`src/rtl/rrw_pkg.sv`:
```
// shared types and constants for the receive reorder window
package rrw_pkg;

    // item kinds
    typedef enum logic [1:0] {
        KIND_ARRIVE  = 2'd0,
        KIND_DELIVER = 2'd1,
        KIND_QUERY   = 2'd2,
        KIND_CLEAR   = 2'd3
    } kind_t;

    // result status codes
    typedef enum logic [1:0] {
        ST_OK            = 2'd0,
        ST_DUPLICATE     = 2'd1,
        ST_OUT_OF_WINDOW = 2'd2,
        ST_NOT_HELD      = 2'd3
    } status_t;

    localparam int SEQ_W   = 32;
    localparam int DESC_W  = 32;
    localparam int SPAN_W  = 6;
    localparam int COUNT_W = 6;

    localparam logic [SPAN_W-1:0] SPAN_RESET = 6'd32;

    // request item
    typedef struct packed {
        kind_t              kind;
        logic [SEQ_W-1:0]   seq_number;
        logic [DESC_W-1:0]  descriptor;
    } req_t;

    // result item
    typedef struct packed {
        status_t             status;
        logic [SEQ_W-1:0]    out_seq;
        logic [DESC_W-1:0]   out_descriptor;
        logic [SEQ_W-1:0]    next_expected;
        logic [COUNT_W-1:0]  held_count;
    } rsp_t;

    // one slot of the reorder store
    typedef struct packed {
        logic               valid;
        logic [SEQ_W-1:0]   number;
        logic [DESC_W-1:0]  descriptor;
    } entry_t;

    // controller to datapath
    typedef struct packed {
        logic capture;
        logic slot_start;
        logic rd_en;
        logic commit;
        logic sweep_step;
    } cmd_t;

    // datapath to controller
    typedef struct packed {
        kind_t item_kind;
        logic  slot_done;
        logic  sweep_last;
        logic  occ_zero;
    } sts_t;

endpackage

```
`src/rtl/rrw_ram.sv`:
```
// generic single-write, single-read ram with registered read data
module rrw_ram #(
    parameter int WIDTH = 65,
    parameter int DEPTH = 32
) (
    input  logic                     clk,
    input  logic                     we,
    input  logic [$clog2(DEPTH)-1:0] waddr,
    input  logic [WIDTH-1:0]         wdata,
    input  logic                     re,
    input  logic [$clog2(DEPTH)-1:0] raddr,
    output logic [WIDTH-1:0]         rdata
);

    logic [WIDTH-1:0] mem [DEPTH];
    logic [WIDTH-1:0] rdata_reg;

    // write port
    always_ff @(posedge clk)
    begin
        if (we)
        begin
            mem[waddr] <= wdata;
        end
    end

    // registered read port
    always_ff @(posedge clk)
    begin
        if (re)
        begin
            rdata_reg <= mem[raddr];
        end
    end

    assign rdata = rdata_reg;

endmodule

```
`src/rtl/rrw_slot_mod.sv`:
```
// slot index of a sequence number, derived from the expected number's slot and the offset
module rrw_slot_mod #(
    parameter int DEPTH = 32
) (
    input  logic                     clk,
    input  logic                     rst_n,
    input  logic                     start,
    input  logic [31:0]              seq,
    input  logic [31:0]              expected,
    input  logic [$clog2(DEPTH)-1:0] exp_slot,
    output logic [$clog2(DEPTH)-1:0] slot,
    output logic                     done
);

    localparam int SLOT_W = $clog2(DEPTH);
    localparam logic [SLOT_W:0] DEPTH_EXT = (SLOT_W + 1)'(DEPTH);

    logic [SLOT_W:0]   offset_low;
    logic [SLOT_W:0]   sum;
    logic [SLOT_W:0]   sum_wrap;
    logic [SLOT_W-1:0] slot_reg, slot_next;

    // a held number lies less than DEPTH past the expected one, so one
    // compare and subtract gives its slot; farther numbers are never held
    assign offset_low = seq[SLOT_W:0] - expected[SLOT_W:0];
    assign sum        = {1'b0, exp_slot} + offset_low;
    assign sum_wrap   = sum - DEPTH_EXT;

    // a number that wrapped past zero is below DEPTH and is its own slot
    always_comb
    begin
        if (seq < expected)
        begin
            slot_next = seq[SLOT_W-1:0];
        end
        else if (sum >= DEPTH_EXT)
        begin
            slot_next = sum_wrap[SLOT_W-1:0];
        end
        else
        begin
            slot_next = sum[SLOT_W-1:0];
        end
    end

    // slot register, loaded as the item is taken
    always_ff @(posedge clk or negedge rst_n)
    begin
        if (!rst_n)
        begin
            slot_reg <= '0;
        end
        else if (start)
        begin
            slot_reg <= slot_next;
        end
    end

    assign slot = slot_reg;
    assign done = 1'b1;

endmodule

```
`src/rtl/rrw_datapath.sv`:
```
// datapath: item capture, window check, slot store, expected number and result register
module rrw_datapath #(
    parameter int WINDOW_DEPTH = 32
) (
    input  logic                        clk,
    input  logic                        rst_n,
    input  rrw_pkg::req_t               req_item,
    input  logic                        cfg_write_en,
    input  logic [rrw_pkg::SPAN_W-1:0]  cfg_write_data,
    input  rrw_pkg::cmd_t               cmd,
    output rrw_pkg::sts_t               sts,
    output rrw_pkg::rsp_t               rsp_item
);

    localparam int SLOT_W  = $clog2(WINDOW_DEPTH);
    localparam int OCC_W   = $clog2(WINDOW_DEPTH + 1);
    localparam int ENTRY_W = $bits(rrw_pkg::entry_t);

    rrw_pkg::req_t                item_reg;
    rrw_pkg::rsp_t                rsp_reg, rsp_next;
    logic [31:0]                  expected_reg, expected_next;
    logic [SLOT_W-1:0]            exp_slot_reg, exp_slot_next;
    logic [OCC_W-1:0]             occ_reg, occ_next;
    logic [rrw_pkg::SPAN_W-1:0]   span_reg;
    logic [SLOT_W-1:0]            sweep_reg, sweep_next;

    logic [SLOT_W-1:0]            seq_slot;
    logic                         seq_slot_done;
    logic [SLOT_W-1:0]            slot_sel;
    logic [ENTRY_W-1:0]           rd_bits;
    rrw_pkg::entry_t              rd_entry;
    rrw_pkg::entry_t              wr_entry;
    logic                         wr_hit;
    logic                         ram_we;
    logic [SLOT_W-1:0]            ram_waddr;
    logic [ENTRY_W-1:0]           ram_wdata;

    logic                         held_seq;
    logic                         held_exp;
    logic [31:0]                  offset;
    logic [31:0]                  span_ext;
    logic [31:0]                  window;
    logic [31:0]                  exp_inc;

    // slot index of the incoming sequence number
    rrw_slot_mod #(
        .DEPTH (WINDOW_DEPTH)
    ) u_slot_mod (
        .clk      (clk),
        .rst_n    (rst_n),
        .start    (cmd.slot_start),
        .seq      (req_item.seq_number),
        .expected (expected_reg),
        .exp_slot (exp_slot_reg),
        .slot     (seq_slot),
        .done     (seq_slot_done)
    );

    // slot store
    rrw_ram #(
        .WIDTH (ENTRY_W),
        .DEPTH (WINDOW_DEPTH)
    ) u_store (
        .clk   (clk),
        .we    (ram_we),
        .waddr (ram_waddr),
        .wdata (ram_wdata),
        .re    (cmd.rd_en),
        .raddr (slot_sel),
        .rdata (rd_bits)
    );

    // deliver works on the expected slot, others on the item's slot
    assign slot_sel = (item_reg.kind == rrw_pkg::KIND_DELIVER) ? exp_slot_reg : seq_slot;
    assign rd_entry = rrw_pkg::entry_t'(rd_bits);

    // store write: sweep clears, commit updates one slot
    assign ram_we    = cmd.sweep_step || (cmd.commit && wr_hit);
    assign ram_waddr = cmd.sweep_step ? sweep_reg : slot_sel;
    assign ram_wdata = cmd.sweep_step ? '0 : ENTRY_W'(wr_entry);

    // window and hit checks
    assign held_seq = rd_entry.valid && (rd_entry.number == item_reg.seq_number);
    assign held_exp = rd_entry.valid && (rd_entry.number == expected_reg);
    assign offset   = item_reg.seq_number - expected_reg;
    assign span_ext = 32'(span_reg);
    assign window   = (span_ext > 32'(WINDOW_DEPTH)) ? 32'(WINDOW_DEPTH) : span_ext;
    assign exp_inc  = expected_reg + 32'd1;

    // item execution
    always_comb
    begin
        rsp_next      = '0;
        expected_next = expected_reg;
        exp_slot_next = exp_slot_reg;
        occ_next      = occ_reg;
        wr_hit        = 1'b0;
        wr_entry      = '0;
        rsp_next.status = rrw_pkg::ST_OK;
        unique case (item_reg.kind)
            rrw_pkg::KIND_ARRIVE:
            begin
                if (held_seq)
                begin
                    rsp_next.status = rrw_pkg::ST_DUPLICATE;
                end
                else if ((offset >= window) || rd_entry.valid)
                begin
                    rsp_next.status = rrw_pkg::ST_OUT_OF_WINDOW;
                end
                else
                begin
                    wr_hit              = 1'b1;
                    wr_entry.valid      = 1'b1;
                    wr_entry.number     = item_reg.seq_number;
                    wr_entry.descriptor = item_reg.descriptor;
                    occ_next            = occ_reg + OCC_W'(1);
                end
            end
            rrw_pkg::KIND_DELIVER:
            begin
                if (held_exp)
                begin
                    rsp_next.out_seq        = expected_reg;
                    rsp_next.out_descriptor = rd_entry.descriptor;
                    wr_hit                  = 1'b1;
                    wr_entry.valid          = 1'b0;
                    wr_entry.number         = rd_entry.number;
                    wr_entry.descriptor     = rd_entry.descriptor;
                    if (occ_reg != '0)
                    begin
                        occ_next = occ_reg - OCC_W'(1);
                    end
                    expected_next = exp_inc;
                    // wrap of the number, or of the slot index past the last slot, restarts at slot zero
                    if ((exp_inc == '0) || (exp_slot_reg == SLOT_W'(WINDOW_DEPTH - 1)))
                    begin
                        exp_slot_next = '0;
                    end
                    else
                    begin
                        exp_slot_next = exp_slot_reg + SLOT_W'(1);
                    end
                end
                else
                begin
                    rsp_next.status = rrw_pkg::ST_NOT_HELD;
                end
            end
            rrw_pkg::KIND_QUERY:
            begin
                rsp_next.status = held_seq ? rrw_pkg::ST_OK : rrw_pkg::ST_NOT_HELD;
            end
            rrw_pkg::KIND_CLEAR:
            begin
                expected_next = '0;
                exp_slot_next = '0;
                occ_next      = '0;
            end
            default:
            begin
                rsp_next.status = rrw_pkg::ST_OK;
            end
        endcase
        rsp_next.next_expected = expected_next;
        rsp_next.held_count    = rrw_pkg::COUNT_W'(occ_next);
    end

    // sweep address
    always_comb
    begin
        sweep_next = sweep_reg;
        if (cmd.sweep_step)
        begin
            sweep_next = (sweep_reg == SLOT_W'(WINDOW_DEPTH - 1)) ? '0 : sweep_reg + SLOT_W'(1);
        end
    end

    // window state, configuration and sweep counter
    always_ff @(posedge clk or negedge rst_n)
    begin
        if (!rst_n)
        begin
            expected_reg <= '0;
            exp_slot_reg <= '0;
            occ_reg      <= '0;
            span_reg     <= rrw_pkg::SPAN_RESET;
            sweep_reg    <= '0;
        end
        else
        begin
            if (cmd.commit)
            begin
                expected_reg <= expected_next;
                exp_slot_reg <= exp_slot_next;
                occ_reg      <= occ_next;
            end
            if (cfg_write_en)
            begin
                span_reg <= cfg_write_data;
            end
            sweep_reg <= sweep_next;
        end
    end

    // item and result payload
    always_ff @(posedge clk)
    begin
        if (cmd.capture)
        begin
            item_reg <= req_item;
        end
        if (cmd.commit)
        begin
            rsp_reg <= rsp_next;
        end
    end

    assign rsp_item       = rsp_reg;
    assign sts.item_kind  = item_reg.kind;
    assign sts.slot_done  = seq_slot_done;
    assign sts.sweep_last = (sweep_reg == SLOT_W'(WINDOW_DEPTH - 1));
    assign sts.occ_zero   = (occ_reg == '0);

endmodule

```
`src/rtl/rrw_ctrl.sv`:
```
// controller: sequences each item and owns the result valid
module rrw_ctrl (
    input  logic           clk,
    input  logic           rst_n,
    input  logic           req_valid,
    input  rrw_pkg::kind_t req_kind,
    output logic           req_ready,
    output logic           rsp_valid,
    input  logic           rsp_ready,
    input  rrw_pkg::sts_t  sts,
    output rrw_pkg::cmd_t  cmd
);

    typedef enum logic [2:0] {
        S_INIT,
        S_IDLE,
        S_WIPE,
        S_SLOT,
        S_EXEC
    } state_t;

    state_t state_reg, state_next;
    logic   rsp_valid_reg, rsp_valid_next;
    logic   accept;
    logic   out_free;

    assign accept   = req_valid && (state_reg == S_IDLE);
    assign out_free = !rsp_valid_reg || rsp_ready;

    // next state and commands
    always_comb
    begin
        state_next = state_reg;
        cmd        = '0;
        unique case (state_reg)
            S_INIT:
            begin
                cmd.sweep_step = 1'b1;
                if (sts.sweep_last)
                begin
                    state_next = S_IDLE;
                end
            end
            S_IDLE:
            begin
                if (accept)
                begin
                    cmd.capture = 1'b1;
                    unique case (req_kind) inside
                        rrw_pkg::KIND_ARRIVE, rrw_pkg::KIND_QUERY:
                        begin
                            cmd.slot_start = 1'b1;
                            state_next     = S_SLOT;
                        end
                        rrw_pkg::KIND_DELIVER:
                        begin
                            state_next = S_SLOT;
                        end
                        rrw_pkg::KIND_CLEAR:
                        begin
                            state_next = sts.occ_zero ? S_EXEC : S_WIPE;
                        end
                        default:
                        begin
                            state_next = S_IDLE;
                        end
                    endcase
                end
            end
            S_WIPE:
            begin
                cmd.sweep_step = 1'b1;
                if (sts.sweep_last)
                begin
                    state_next = S_EXEC;
                end
            end
            S_SLOT:
            begin
                if ((sts.item_kind == rrw_pkg::KIND_DELIVER) || sts.slot_done)
                begin
                    cmd.rd_en  = 1'b1;
                    state_next = S_EXEC;
                end
            end
            S_EXEC:
            begin
                if (out_free)
                begin
                    cmd.commit = 1'b1;
                    state_next = S_IDLE;
                end
            end
            default:
            begin
                state_next = S_IDLE;
            end
        endcase
    end

    // result valid
    always_comb
    begin
        rsp_valid_next = rsp_valid_reg;
        if (cmd.commit)
        begin
            rsp_valid_next = 1'b1;
        end
        else if (rsp_ready)
        begin
            rsp_valid_next = 1'b0;
        end
    end

    // state and registered outputs
    always_ff @(posedge clk or negedge rst_n)
    begin
        if (!rst_n)
        begin
            state_reg     <= S_INIT;
            rsp_valid_reg <= 1'b0;
        end
        else
        begin
            state_reg     <= state_next;
            rsp_valid_reg <= rsp_valid_next;
        end
    end

    assign req_ready = (state_reg == S_IDLE);
    assign rsp_valid = rsp_valid_reg;

endmodule

```
`src/rtl/receive_reorder_window_unit.sv`:
```
// top level of the selective-repeat receive reorder window
//
//   port group                    handshake          payload
//   req_valid / req_ready         valid-ready        req_item  (kind, seq_number, descriptor)
//   rsp_valid / rsp_ready         valid-ready        rsp_item  (status, out_seq, out_descriptor,
//                                                              next_expected, held_count)
//   cfg_write_en                  write strobe       cfg_write_data (window_span)
//
// one item at a time: arrive, query and deliver pass through the steps
// accept with slot index, store read and execute.
// clear goes from accept straight to execute with an empty store, else through the wipe sweep first.
// after reset every slot of the store is swept before req_ready rises.
// a stalled result holds in the output register; the next item is taken meanwhile
// and waits in its execute step until the result register frees.
module receive_reorder_window_unit #(
    parameter int WINDOW_DEPTH = 32
) (
    input  logic                        clk,
    input  logic                        rst_n,
    input  logic                        req_valid,
    output logic                        req_ready,
    input  rrw_pkg::req_t               req_item,
    output logic                        rsp_valid,
    input  logic                        rsp_ready,
    output rrw_pkg::rsp_t               rsp_item,
    input  logic                        cfg_write_en,
    input  logic [rrw_pkg::SPAN_W-1:0]  cfg_write_data
);

    rrw_pkg::cmd_t cmd;
    rrw_pkg::sts_t sts;

    // sequencing
    rrw_ctrl u_ctrl (
        .clk       (clk),
        .rst_n     (rst_n),
        .req_valid (req_valid),
        .req_kind  (req_item.kind),
        .req_ready (req_ready),
        .rsp_valid (rsp_valid),
        .rsp_ready (rsp_ready),
        .sts       (sts),
        .cmd       (cmd)
    );

    // storage and arithmetic
    rrw_datapath #(
        .WINDOW_DEPTH (WINDOW_DEPTH)
    ) u_datapath (
        .clk            (clk),
        .rst_n          (rst_n),
        .req_item       (req_item),
        .cfg_write_en   (cfg_write_en),
        .cfg_write_data (cfg_write_data),
        .cmd            (cmd),
        .sts            (sts),
        .rsp_item       (rsp_item)
    );

endmodule

```
`config.mk`:
```
export PLATFORM = sky130hd
export DESIGN_NAME = receive_reorder_window_unit
export DESIGN_NICKNAME = d
export VERILOG_FILES = /design/src/rtl/rrw_pkg.sv /design/src/rtl/rrw_ram.sv /design/src/rtl/rrw_slot_mod.sv /design/src/rtl/rrw_datapath.sv /design/src/rtl/rrw_ctrl.sv /design/src/rtl/receive_reorder_window_unit.sv
export SDC_FILE = /design/constraint.sdc
export NUM_CORES = 2
export LEC_CHECK = 0
export BUFFER_PORTS_ARGS = -buffer_cell sky130_fd_sc_hd__buf_2
export CAP_MARGIN = 25
export CORE_ASPECT_RATIO = 0.8
export CORE_UTILIZATION = 41
export DETAILED_ROUTE_END_ITERATION = 12
export PLACE_DENSITY = 0.58
export SKIP_LAST_GASP = 1
export SLEW_MARGIN = 20
export SYNTH_ARGS = -nofsm -noshare
export SYNTH_HDL_FRONTEND = slang
export SYNTH_SLANG_ARGS = --single-unit
```
`constraint.sdc`:
```
create_clock -name clk -period 11.5 [get_ports clk]
set_clock_uncertainty 0.2 [all_clocks]
set_input_delay 0.575 -clock clk [delete_from_list [all_inputs] [get_ports clk]]
set_output_delay 0.575 -clock clk [all_outputs]
set_load 0.03 [all_outputs]
```
# Yosys cells after proc, flatten, opt, wreduce, memory -nomap -nowiden
# Memories as Yosys holds them, arrays and structs flattened. A register that Yosys moved wholly into a read port is not among the register bits.
# Index checks and enable logic that the tools add are counted.
[totals]
ramBits = 2080
regBits = 233
word_cells = 120
output_inout_bits = 106
inputBits = 77
n_memories = 1
[memory_table]
columns = ["memory", "depth", "width", "rd", "rd_ports_with_merged_regs", "write_ports", "line", "rtl"]
rows = [
  ["u_datapath.u_store.mem", 32, 65, 1, 1, 1, "rrw_ram.sv:15", "logic [WIDTH-1:0] mem [DEPTH];"],
]
[op_classes]
n_lt_le_gt_ge = 4
muxes = 48
reduce_logical = 23
add_sub_neg = 9
eq_ne = 19
[op_table]
columns = ["cell", "count"]
rows = [
  ["65-bit two-way mux", 3],
  ["65-bit case mux with 2 select lines", 1],
  ["32-bit == test", 2],
  ["64-bit two-way mux", 1],
  ["32-bit case mux with 2 select lines", 1],
  ["5-bit two-way mux", 7],
  ["32-bit by 1-bit adder with 32-bit output, second input constant", 1],
  ["32-bit greater-or-equal comparator", 1],
  ["32-bit zero test", 1],
  ["32-bit less-than comparator", 1],
  ["32-bit two-way mux", 1],
  ["32-bit subtractor", 1],
  ["6-bit two-way mux", 5],
  ["6-bit case mux with 3 select lines", 1],
  ["3-bit two-way mux", 5],
  ["3-bit case mux with 5 select lines", 1],
  ["1-bit two-way mux", 12],
  ["2-bit two-way mux", 6],
  ["5-bit by 1-bit adder with 5-bit output, second input constant", 2],
  ["5-bit == test, second input constant", 2],
  ["5-bit case mux with 2 select lines", 1],
  ["2-bit == test, second input constant", 4],
  ["5-bit by 6-bit adder with 6-bit output", 1],
  ["6-bit by 1-bit adder with 6-bit output, second input constant", 1],
  ["other kinds (27)", 41],
]

# Logic depth before layout (Yosys ltp)
[depth]
ltp_word = 11
ltp_mapped = 20
ltp_nobuf = 17

# Cells and area by module
# From an unflattened synthesis, not the netlist that was laid out.
[unflattened]
hier_cells = 4881
area_unflattened_um2 = 96847.9
[modules_own_cells]
columns = ["module", "area_each_um2", "seq_area_each_um2", "n_inst", "cells_per_inst"]
rows = [
  ["rrw_ram", 80842.5, 64411.8, 1, 3147],
  ["rrw_datapath", 14393.8, 6457.4, 1, 1529],
  ["rrw_slot_mod", 1318.8, 125.1, 1, 172],
  ["rrw_ctrl", 292.8, 100.1, 1, 33],
]

# Least setup slack after synthesis
# Ideal clock, no wire load.
[synth_path]
path_type = "reg2reg"
from = "register u_datapath.expected_reg[21]"
to = "memory u_datapath.u_store.mem[29][0] (enable)"
slack_ps = 3930
required_time_ps = 10791
path_stages_with_launch = 15
path_buffers = 2
t_arrival_ps = 6860
period_less_slack_ps = 7570
setup_ps = 509
path_cell_list = "dfrtp_1 clkbuf_1 inv_1 ha_1 clkbuf_1 a21oi_1 o21ai_0 o211ai_1 o2111ai_1 or4b_1 nor4_2 nand4b_2 o41ai_2 nand4_1 a21oi_1"
[synth_between]
elab_chain_cells = 10
elab_cells_between_ends = 13
cone_classes = "add/sub: 1; order compare: 1; eq/ne: 1; mux: 6; reduce/logical: 4"
[synth_rtl]
columns = ["item", "line", "rtl"]
rows = [
  ["from (decl)", "rrw_datapath.sv:21", "logic [31:0] expected_reg, expected_next;"],
  ["from (signal assigned)", "rrw_datapath.sv:194", "expected_reg <= expected_next;"],
  ["32-bit subtractor", "rrw_datapath.sv:85", "assign offset = item_reg.seq_number - expected_reg;"],
  ["32-bit greater-or-equal comparator", "rrw_datapath.sv:107", "else if ((offset >= window) || rd_entry.valid)"],
  ["1-bit logical OR", "rrw_datapath.sv:107", ""],
  ["1-bit two-way mux", "rrw_datapath.sv:107", ""],
  ["1-bit two-way mux", "rrw_datapath.sv:103", "if (held_seq)"],
  ["1-bit case mux with 2 select lines (*)", "rrw_datapath.sv:100", "unique case (item_reg.kind)"],
  ["1-bit logical AND (*)", "rrw_datapath.sv:78", "assign ram_we = cmd.sweep_step || (cmd.commit && wr_hit);"],
  ["1-bit logical OR (*)", "rrw_datapath.sv:78", ""],
  ["1-bit two-way mux (*)", "rrw_ram.sv:21", "if (we)"],
  ["1-bit two-way mux (implied by the code) (*)", "rrw_ram.sv:23", "mem[waddr] <= wdata;"],
  ["to (decl)", "rrw_ram.sv:15", ""],
]
# Every way passes the cells marked *; elsewhere a longest branch is shown, timed or not.

# Final worst setup path
[layout_path]
from = "register u_datapath.expected_reg[2]"
to = "memory u_datapath.u_store.mem[19][18] (enable)"
# Same word-level chain as after synthesis.

==> flow_metrics.py <==
metrics = {
    "placed_design": {
        "post-dp-hpwl_mm": 162.7,
        "placed_cells_incl_taps": 8686,
        "gp_congestion": 0.8730,
        "io_buffer_count": 182,
    },
    "status": {
        "result_of_the_run": "complete, no violations",
    },
    "drt": {
        "vias_cell": 5.842,
        "post_route_drc": 0,
        "num_vias": 53759,
        "drt_iter0_markers": 6506,
        "ant_nets": 0,
        "dr.pass1.iters": 8,
        "wirelength_mm": 270.8,
        "routedWlPerCell_um": 29.43,
    },
    "synthesis": {
        "synthArstFlopShare_pct": 2.649,
        "number_of_flops_mapped_to_enable_cells_by_yosys": 2315,
        "number_of_standard_cells_after_synthesis": 5514,
        "dominantRegCellSynth": "sky130_fd_sc_hd__edfxtp_1",
        "syn-num-nets": 5676,
        "sequential_share_of_the_synthesized_area_pct": 73.82,
        "synth-seq-cells": 2378,
        "post_synth.cell_area_avg_um2": 17.47,
        "synth_warnings": 0,
        "unique_cell_type_count_in_the_yosys_netlist": 78,
        "mappedNetlistArea_um2": 96300,
    },
    "layout": {
        "nets": 6052,
        "drive_above_1_share_pct": 21.48,
        "flow.area_growth_from_synthesis_pct": 14.56,
        "largest_reg_flops": 2080,
        "layoutNonFillerInstCount": 9202,
    },
    "global_route": {
        "grt.total_usage_pct": 22.69,
        "first_pass_grt_wire_length_mm": 386.9,
        "grt_max_degree": 127,
        "grt_pass1_vias": 52444,
        "initial_antenna_violation_count": 13,
        "overflow": 0,
    },
    "worst_setup_path": {
        "worst_setup_path_end_kind": "flop",
        "reg2reg_depth": 18,
        "cp_data_required_time_ps": 11810,
        "worst_setup_path_start_kind": "flop",
        "worstReg2RegStart": "u_datapath.expected_reg[2]",
        "cp-startpoint": "u_datapath.expected_reg[2]",
        "worstPathMaxFanout": 44,
        "cp_data_arrival_time_ps": 8370,
        "worstSetupPathType": "flop to flop",
    },
    "pwr": {
        "worst_ir_drop_vdd_mv": 0.2127,
        "netSwitchingFraction_pct": 31.94,
        "power_switching_w": 0.008287,
        "sequentialPowerShare_pct": 42.8,
        "power.density_cell_area_nw_per_um2": 235.2,
        "cell_internal_pwr_w": 0.01766,
        "p_leak_nw": 37.47,
        "power_frac_clock_pct": 29.5,
        "pwr-share-comb_pct": 27.7,
    },
    "cts": {
        "clock_tree_from_tritoncts": "done",
        "cts_buffers": 236,
        "clock-sinks": 2378,
        "clkLatencyLatePin_ps": 910,
        "worst_setup_hold_path_clk_slew_ps": 60,
        "clock_tree.buffer_depth": 4,
        "clock-root-buffer": "sky130_fd_sc_hd__clkbuf_16",
        "cts.repair.resized": 0,
        "post-cts-setup-buffers": 0,
        "htreeDepth": 4,
        "cts.hold.buffers_added": 83,
    },
    "floorplan": {
        "die_y_um": 435.5,
        "floorplan.die_area_um2": 236800,
        "core-area_um2": 232700,
        "row_count": 158,
        "die_width_um": 543.9,
        "floorplan.io_pins": 183,
        "initial_utilization_pct": 41.39,
    },
    "timing": {
        "final_period_minus_worst_setup_slack_ps": 8063,
        "maxSlewHeadroom_pct": 22.19,
        "fin_worst_hold_slack_ps": 166.9,
        "rsz0062_at_grt": "no",
        "worstMarginPinSlew_ps": 1155,
        "timing_max_transition_violations_final": 0,
        "post-route-period-util_pct": 70.11,
        "fmaxAchievable_ghz": 0.1240,
        "finalSetupViolCount": 0,
        "timing_hold_violations_final": 0,
        "fin_tns_setup_ps": 0,
    },
    "hold_path": {
        "holdCritPathClass": "input pin to flop",
        "whs_path_depth": 2,
        "hold_path.startpoint": "req_item[5]",
    },
    "job": {
        "max-cap-violations": 0,
    },
}
[critical path: stages (launching register included)]
cell                        delay, ps
sky130_fd_sc_hd__dfrtp_1          590
sky130_fd_sc_hd__inv_1            150
sky130_fd_sc_hd__ha_1             390
sky130_fd_sc_hd__o211ai_1         110
sky130_fd_sc_hd__a21oi_1          460
sky130_fd_sc_hd__nor2_1           130
sky130_fd_sc_hd__xnor2_1          150
sky130_fd_sc_hd__ha_1             190
sky130_fd_sc_hd__nor2_1           110
sky130_fd_sc_hd__o221ai_1         150
sky130_fd_sc_hd__a211oi_1         210
sky130_fd_sc_hd__o2111ai_1        140
sky130_fd_sc_hd__nand4b_1         200
sky130_fd_sc_hd__nor4_1           340
sky130_fd_sc_hd__nand4_1          360
sky130_fd_sc_hd__o41ai_2         1070
sky130_fd_sc_hd__nand2_1          840
sky130_fd_sc_hd__a21oi_4         1040
sky130_fd_sc_hd__buf_4            860
[metrics by stage]
| step | cell area [um2] | power (W) | util, % | setup slack [ps] |
|---|---|---|---|---|
| floorplan | 96300 | 0.01577 | - | 3930 |
| global placement | 101800 | 0.01842 | 43.77 | 3562 |
| detailed placement | 101900 | 0.01846 | 43.78 | 3500 |
| CTS | 110200 | 0.02611 | 47.38 | 3531 |
| global route | 110300 | 0.02698 | 47.41 | 3128 |
| finish | 110300 | 0.02595 | 47.41 | 3437 |
[worst paths after layout]
kind                                                        to  slack, ps
max in group asynchronous                u_datapath.occ_reg[0]      10050
worst max register to register  u_datapath.u_store.mem[19][18]       3440
worst min-delay path                    u_datapath.item_reg[5]        170
worst min register to register   u_datapath.u_slot_mod.slot[0]        350
min in group asynchronous          u_datapath.expected_reg[24]        330
worst max-delay path            u_datapath.u_store.mem[19][18]       3440
[area by class of cell]
type	instances	area, um2
tap	3120	3904
multi-input combinational	2762	24270
timing repair buffer	444	3252
clock buffer	279	6141
antenna	1	2.502
fill	19516	122400
clock inverter	150	1394
inverter	68	262.8
sequential	2378	71090
[placed cells by master, fill, tap and decap left out, types with 37 or more instances in the layout]
master / synthesis / routed
sky130_fd_sc_hd__a21oi_1: 165 / 147
sky130_fd_sc_hd__mux4_2: 520 / 520
sky130_fd_sc_hd__dlygate4sd3_1: 0 / 83
sky130_fd_sc_hd__nor3_1: 37 / 37
sky130_fd_sc_hd__clkbuf_16: 0 / 239
sky130_fd_sc_hd__dfrtp_1: 62 / 62
sky130_fd_sc_hd__clkinv_2: 0 / 45
sky130_fd_sc_hd__nor2_1: 178 / 143
sky130_fd_sc_hd__nand3_1: 378 / 378
sky130_fd_sc_hd__clkinv_1: 0 / 57
sky130_fd_sc_hd__clkbuf_1: 187 / 39
sky130_fd_sc_hd__edfxtp_1: 2315 / 2315
sky130_fd_sc_hd__nand2_1: 736 / 735
sky130_fd_sc_hd__ha_1: 80 / 80
sky130_fd_sc_hd__o21ai_0: 178 / 176
sky130_fd_sc_hd__inv_1: 68 / 66
sky130_fd_sc_hd__xor2_1: 66 / 66
sky130_fd_sc_hd__and3_1: 75 / 75
sky130_fd_sc_hd__buf_4: 0 / 168
sky130_fd_sc_hd__buf_2: 13 / 181
[synthesized netlist by cell type (13+ instances only)]
| cell type | number | area share (%) |
|---|---|---|
| sky130_fd_sc_hd__nor4_1 | 26 | 0.17 |
| sky130_fd_sc_hd__xnor2_1 | 33 | 0.30 |
| sky130_fd_sc_hd__mux2i_1 | 14 | 0.15 |
| sky130_fd_sc_hd__a31oi_1 | 14 | 0.091 |
| sky130_fd_sc_hd__o31ai_1 | 16 | 0.12 |
| sky130_fd_sc_hd__and3_1 | 75 | 0.49 |
| sky130_fd_sc_hd__buf_1 | 105 | 0.41 |
| sky130_fd_sc_hd__xor2_1 | 66 | 0.60 |
| sky130_fd_sc_hd__mux4_2 | 520 | 12 |
| sky130_fd_sc_hd__ha_1 | 80 | 1.0 |
| sky130_fd_sc_hd__nor3_1 | 37 | 0.19 |
| sky130_fd_sc_hd__a21oi_1 | 165 | 0.86 |
| sky130_fd_sc_hd__edfxtp_1 | 2315 | 72 |
| sky130_fd_sc_hd__dfrtp_1 | 62 | 1.6 |
| sky130_fd_sc_hd__nand3_1 | 378 | 2.0 |
| sky130_fd_sc_hd__clkbuf_1 | 187 | 0.73 |
| sky130_fd_sc_hd__buf_2 | 13 | 0.068 |
| sky130_fd_sc_hd__nand2_1 | 736 | 2.9 |
| sky130_fd_sc_hd__or3_1 | 18 | 0.12 |
| sky130_fd_sc_hd__nor2_1 | 178 | 0.69 |
| sky130_fd_sc_hd__nand2b_1 | 15 | 0.097 |
| sky130_fd_sc_hd__o21ai_0 | 178 | 0.93 |
| sky130_fd_sc_hd__nand4_1 | 30 | 0.19 |
| sky130_fd_sc_hd__a21o_1 | 28 | 0.22 |
| sky130_fd_sc_hd__inv_1 | 68 | 0.27 |
[layer usage]
metal	vias to the layer above	routed length (um)	track usage (%)
li1	22603	-	-
met1	28509	122400	34.78
met2	2288	118900	33.03
met3	355	23190	4.681
met4	4	6320	5.494
met5	-	36	0
[power by group through the flow]
stage	Clock, W	Combinational (W)	Sequential (W)
3_5_place_dp	0	0.00719	0.0113
6_report	0.00766	0.00720	0.0111
3_3_place_gp	0	0.00721	0.0112
4_1_cts	0.00778	0.00724	0.0111
2_1_floorplan	0	0.00453	0.0112
5_1_grt	0.00809	0.00772	0.0112
[kinds of logic after synthesis]
family | Yosys count | share of synthesized area, %
buf+inv | 374 | 1.476
compound gates | 499 | 3.083
simple gates | 1536 | 7.161
fa+ha+maj | 85 | 1.143
mux | 543 | 12.41
xor+xnor | 99 | 0.9004
flops | 2378 | 73.82
Power figures use the tool's default switching activity.
